### config.mk
export PLATFORM = sky130hd
export DESIGN_NAME = tlgs_row_eval
export DESIGN_NICKNAME = d
export VERILOG_FILES = /design/src/hw/rtl/toroidal_life_generation_step_macros.svh /design/src/hw/rtl/tlgs_pkg.sv /design/src/hw/rtl/tlgs_row_eval.sv
export SDC_FILE = /design/constraint.sdc
export NUM_CORES = 1
export LEC_CHECK = 0
export BUFFER_PORTS_ARGS = -buffer_cell sky130_fd_sc_hd__buf_2
export CORE_MARGIN = 10
export CORE_UTILIZATION = 55
export DETAILED_ROUTE_END_ITERATION = 10
export PLACE_DENSITY_LB_ADDON = 0.25
export SETUP_SLACK_MARGIN = 0.4
export SYNTH_ARGS = -nofsm -noshare
export SYNTH_HDL_FRONTEND = slang
export SYNTH_SLANG_ARGS = --single-unit
export TNS_END_PERCENT = 10
### constraint.sdc
create_clock -name clk -period 16.84 [get_ports clk]
set_input_delay 1.684 -clock clk [delete_from_list [all_inputs] [get_ports clk]]
set_output_delay 1.684 -clock clk [all_outputs]
set_load 0.02 [all_outputs]
### src/hw/rtl/toroidal_life_generation_step_macros.svh
// ----------------------------------------------------------------------------
// Assertion macros for the toroidal life grid
// Shorthand for clocked implication checks, disabled while reset is asserted.
// ----------------------------------------------------------------------------
`ifndef TOROIDAL_LIFE_GENERATION_STEP_MACROS_SVH
`define TOROIDAL_LIFE_GENERATION_STEP_MACROS_SVH

// Same-cycle implication on the rising edge of clk.
`define TLGS_ASSERT_IMP(lbl, ante, cons, msg) \
	lbl: assert property (@(posedge clk) disable iff (!arst_n) (ante) |-> (cons)) \
		else $error(msg);

// Next-cycle implication on the rising edge of clk.
`define TLGS_ASSERT_NXT(lbl, ante, cons, msg) \
	lbl: assert property (@(posedge clk) disable iff (!arst_n) (ante) |=> (cons)) \
		else $error(msg);

`endif

### src/hw/rtl/tlgs_pkg.sv
// ----------------------------------------------------------------------------
// Toroidal life grid package
// Shared constants, codes, types and the B3/S23 row evaluation function.
// ----------------------------------------------------------------------------
package tlgs_pkg;

	localparam int ROW_W        = 64;
	localparam int CNT_W        = 7;
	localparam int MODE_W       = 2;
	localparam int IDX_W        = 6;
	localparam int CFG_IDX_W    = 1;
	localparam int DEF_MAX_ROWS = 64;

	localparam logic [CNT_W-1:0] MAX_COLS  = 7'd64;
	localparam logic [CNT_W-1:0] REG_RESET = 7'd64;

	localparam logic [MODE_W-1:0] MODE_WRITE = 2'd0;
	localparam logic [MODE_W-1:0] MODE_STEP  = 2'd1;
	localparam logic [MODE_W-1:0] MODE_READ  = 2'd2;

	localparam logic [CFG_IDX_W-1:0] CFG_ROW_COUNT = 1'b0;
	localparam logic [CFG_IDX_W-1:0] CFG_COL_COUNT = 1'b1;

	localparam logic [3:0] BIRTH_COUNT = 4'd3;
	localparam logic [3:0] KEEP_COUNT  = 4'd2;

	typedef struct packed {
		logic [ROW_W-1:0] next_row;
		logic             changed;
	} eval_stat_t;

	// Bit j is set for every column j below cols.
	function automatic logic [ROW_W-1:0] col_mask(input logic [CNT_W-1:0] cols);
		logic [ROW_W-1:0] m;
		for (int j = 0; j < ROW_W; j++) begin
			m[j] = (7'(j) < cols);
		end
		return m;
	endfunction

	// Next generation of the center row; neighbors wrap at cols, so on a
	// one-column grid the cell itself is seen as its left and right neighbor.
	function automatic logic [ROW_W-1:0] life_next(
		input logic [ROW_W-1:0] up,
		input logic [ROW_W-1:0] cen,
		input logic [ROW_W-1:0] dn,
		input logic [CNT_W-1:0] cols
	);
		logic [ROW_W-1:0] nx;
		logic [5:0]       lf;
		logic [5:0]       rt;
		logic [3:0]       n;
		for (int j = 0; j < ROW_W; j++) begin
			lf = (j == 0) ? 6'(cols - 7'd1) : 6'(j - 1);
			rt = (7'(j) == cols - 7'd1) ? 6'd0 : 6'(j + 1);
			n = 4'(up[lf]) + 4'(up[j]) + 4'(up[rt]) + 4'(cen[lf]) + 4'(cen[rt])
				+ 4'(dn[lf]) + 4'(dn[j]) + 4'(dn[rt]);
			nx[j] = (7'(j) < cols) && ((n == BIRTH_COUNT) || (cen[j] && (n == KEEP_COUNT)));
		end
		return nx;
	endfunction

endpackage

### src/hw/rtl/tlgs_row_eval.sv
// ----------------------------------------------------------------------------
// Row window and evaluator
// Holds the rows above, at and below the current row and computes its next
// generation together with a flag for any changed cell.
// ----------------------------------------------------------------------------
module tlgs_row_eval (
	input  logic                       clk,
	input  logic                       shift,
	input  logic [tlgs_pkg::ROW_W-1:0] in_row,
	input  logic [tlgs_pkg::CNT_W-1:0] cols_eff,
	output tlgs_pkg::eval_stat_t       stat
);
	import tlgs_pkg::*;

	logic [ROW_W-1:0] up_q;
	logic [ROW_W-1:0] cen_q;
	logic [ROW_W-1:0] dn_q;

	always_ff @(posedge clk) begin
		if (shift) begin
			up_q  <= cen_q;
			cen_q <= dn_q;
			dn_q  <= in_row;
		end
	end

	always_comb begin
		stat.next_row = life_next(up_q, cen_q, dn_q, cols_eff);
		stat.changed  = (stat.next_row != cen_q);
	end

endmodule

==> flow_summary.toml <==
[logic_synthesis]
synthTopCellsByArea = "edfxtp_1, fa_1, ha_1"
synth_top_flop_cell = "edfxtp_1"
yosysMostFrequentCell = "fa_1"
yosysWarningCount = 0
synthTopCellsByCount = "fa_1, inv_1, ha_1"
syn-num-nets = 2424
synth_seq_cells = 192
synth_top_area_frac = 0.262
synth_top_cell_by_area = "edfxtp_1"
synth_area_um2 = 22000
syn_inst = 1898
avgSynthCellArea_um2 = 11.6
synth-seq-area-share = 0.262
synth.distinct_cells = 69
synth_edf_count = 192
synthArstFlopShare = 0

[power_and_ir_drop]
power_density_nw_per_um2 = 104
power_uw = 2470
vdd_drop_max_mv = 0.0794
p_leak_uw = 0.00945

[timing]
hold_viol = 0
fmax_mhz = 94.2
finalSetupTns_ns = 0
drv_slew = 0
max_slew_margin = 0.144
fin_skew_ns = 0.0114
rsz0062_at_grt = "no"
period_share = 0.630
period_needed_ns = 10.61
finalSetupViolCount = 0
worstMarginPinSlew_ns = 1.27

[place]
hpwl_mm = 51.3
gp_congestion = 0.983
portBuffers = 137

[routing]
wl_mm = 67.3
dr.pass1.iters = 6
post-route-drc-count = 0
vias = 16479
post_drt_wl_per_cell_um = 26.5
via_per_inst = 6.48
drt_iter0_drc = 1544
ant_nets = 0

[floorplan]
std_cell_rows = 73
dieHeight_um = 220
die_w_um = 220
core_area_um2 = 39600
ios = 138
start_util = 0.554
die-area_um2 = 48300

[clock_tree]
clock_sinks = 192
clk_pin_slew_ns = 0.08
cts-root-buf = "clkbuf_16"
cts_tree = "yes"
clk_latency_ns = 0.52
holdBufCountCts = 0
cts_made_buffers = 17
cts_resized = 0
htree_levels = 4
post-cts-setup-buffers = 0
cts_buffer_depth = 2

[layout]
area_delta_synth_final_pct = 8.05
drive_above_1_share = 0.166
fin_nets = 2528

[global_routing]
grt.total_usage = 0.288
grt-ovfl-total = 0
first_global_vias = 17155
antenna_found_initial = 5
grt_pass1_wl_mm = 103
grt_max_degree = 116

[worst_setup_path]
worstReg2RegStart = "cen_q[0]$_DFFE_PP_"
cp_max_fo = 26
crit_path_start_kind = "primary input"
critical_path_class = "in2out"
r2r_end = "up_q[0]$_DFFE_PP_"
worst_r2r_path_depth = 2
arrival_ns = 8.93
cp-end-kind = "primary output"
cp-startpoint = "cols_eff[2]"
required_ns = 15.16
worstSetupEndpoint = "stat[0]"
rrSetupSlack_ns = 15.18

[hold_path]
min_path_type = "reg2reg"
hold_depth = 0

[run_status]
status = "complete, no violations"

[job]
cap_violations = 0
-- placed cells by master, fill, tap and decap left out, types with 14 or more instances in the layout --
cell type and count:
and2_1 46, fa_1 256, mux4_2 51, edfxtp_1 192, mux2i_1 138, inv_1 225
buf_2 135, nand3_1 19, nand2_1 41, o31a_1 21, nor3_1 51, a211oi_1 18
xnor2_1 14, clkbuf_16 17, ha_1 196, buf_4 14, a21oi_1 106, a31oi_1 21
o21a_1 15, nor2_1 114, o21ai_0 47, mux2_2 63, nor4_1 37
-- worst min-delay path by stage --
stage                             startpoint                   to  slack [ns]
after global routing      dn_q[62]$_DFFE_PP_  cen_q[62]$_DFFE_PP_        0.60
after floorplan           dn_q[62]$_DFFE_PP_  cen_q[62]$_DFFE_PP_        0.47
after global placement    dn_q[62]$_DFFE_PP_  cen_q[62]$_DFFE_PP_        0.56
after detailed placement  dn_q[62]$_DFFE_PP_  cen_q[62]$_DFFE_PP_        0.54
after CTS                 dn_q[62]$_DFFE_PP_  cen_q[62]$_DFFE_PP_        0.57
final                     dn_q[62]$_DFFE_PP_  cen_q[62]$_DFFE_PP_        0.59
-- kinds of logic after synthesis --
kind of cell	after synthesis	synth area share
adder cells (fa/ha/maj)	453	0.345
AO/OA/AOI/OAI	296	0.0863
XOR/XNOR	21	0.00837
AND/OR/NAND/NOR	394	0.0973
flip-flops	192	0.262
multiplexers	252	0.147
buffers and inverters	290	0.0526
-- through the flow --
step / worst slack (ns) / cell area (µm²) / instances / utilization / hold WS (ns)
floorplan: 7.34 / 22000 / 1898 / - / 0.467
global route: 5.87 / 23700 / 2540 / 0.599 / 0.597
global placement: 6.42 / 23100 / 2508 / 0.584 / 0.557
CTS: 6.36 / 23700 / 2540 / 0.599 / 0.572
detailed placement: 6.41 / 23100 / 2508 / 0.584 / 0.535
finish: 6.23 / 23700 / 2542 / 0.599 / 0.591
-- report_power, final --
| group | leakage, µW | total [µW] | switching [µW] | internal (µW) |
|---|---|---|---|---|
| sequential | 0.00188 | 637 | 68.6 | 568 |
| combinational | 0.00728 | 1400 | 838 | 557 |
| clock | 0.000287 | 435 | 223 | 211 |
-- cell type report --
cell class | count | area, µm²
fill | 3281 | 15900
sequential | 192 | 5770
clock buffer | 17 | 425
antenna | 2 | 5.00
timing repair buffer | 150 | 795
inverter | 225 | 845
tap | 525 | 657
clock inverter | 15 | 169
multi-input combinational | 1416 | 15100
-- sequential cells by signal, indices dropped and copies added (netlist names) --
name / cells
cen_q: 64
dn_q: 64
up_q: 64
-- layer usage --
metal  share of wire  track usage  up-vias
met5         0.00037            0        -
met4           0.050        0.151        4
met3           0.097       0.0690      187
met2            0.46        0.441      817
met1            0.40        0.376     8370
li1                -            -     7101
-- critical path, stage by stage --
cell and delay [ns]:
buf_2 0.47, or3_4 0.37, nor3_1 0.09, xnor2_1 0.66
nand2_1 0.67, nor2_1 0.45, mux2_2 0.39, fa_1 0.49
inv_1 0.06, fa_1 0.52, fa_1 0.54, inv_1 0.04
ha_1 0.22, fa_1 0.39, o22ai_1 0.18, o2111ai_1 0.31
a211oi_1 0.34, nand4_1 0.13, nor4_1 0.39, nand4_1 0.24
buf_2 0.25
(Power assumes the default switching activity.)
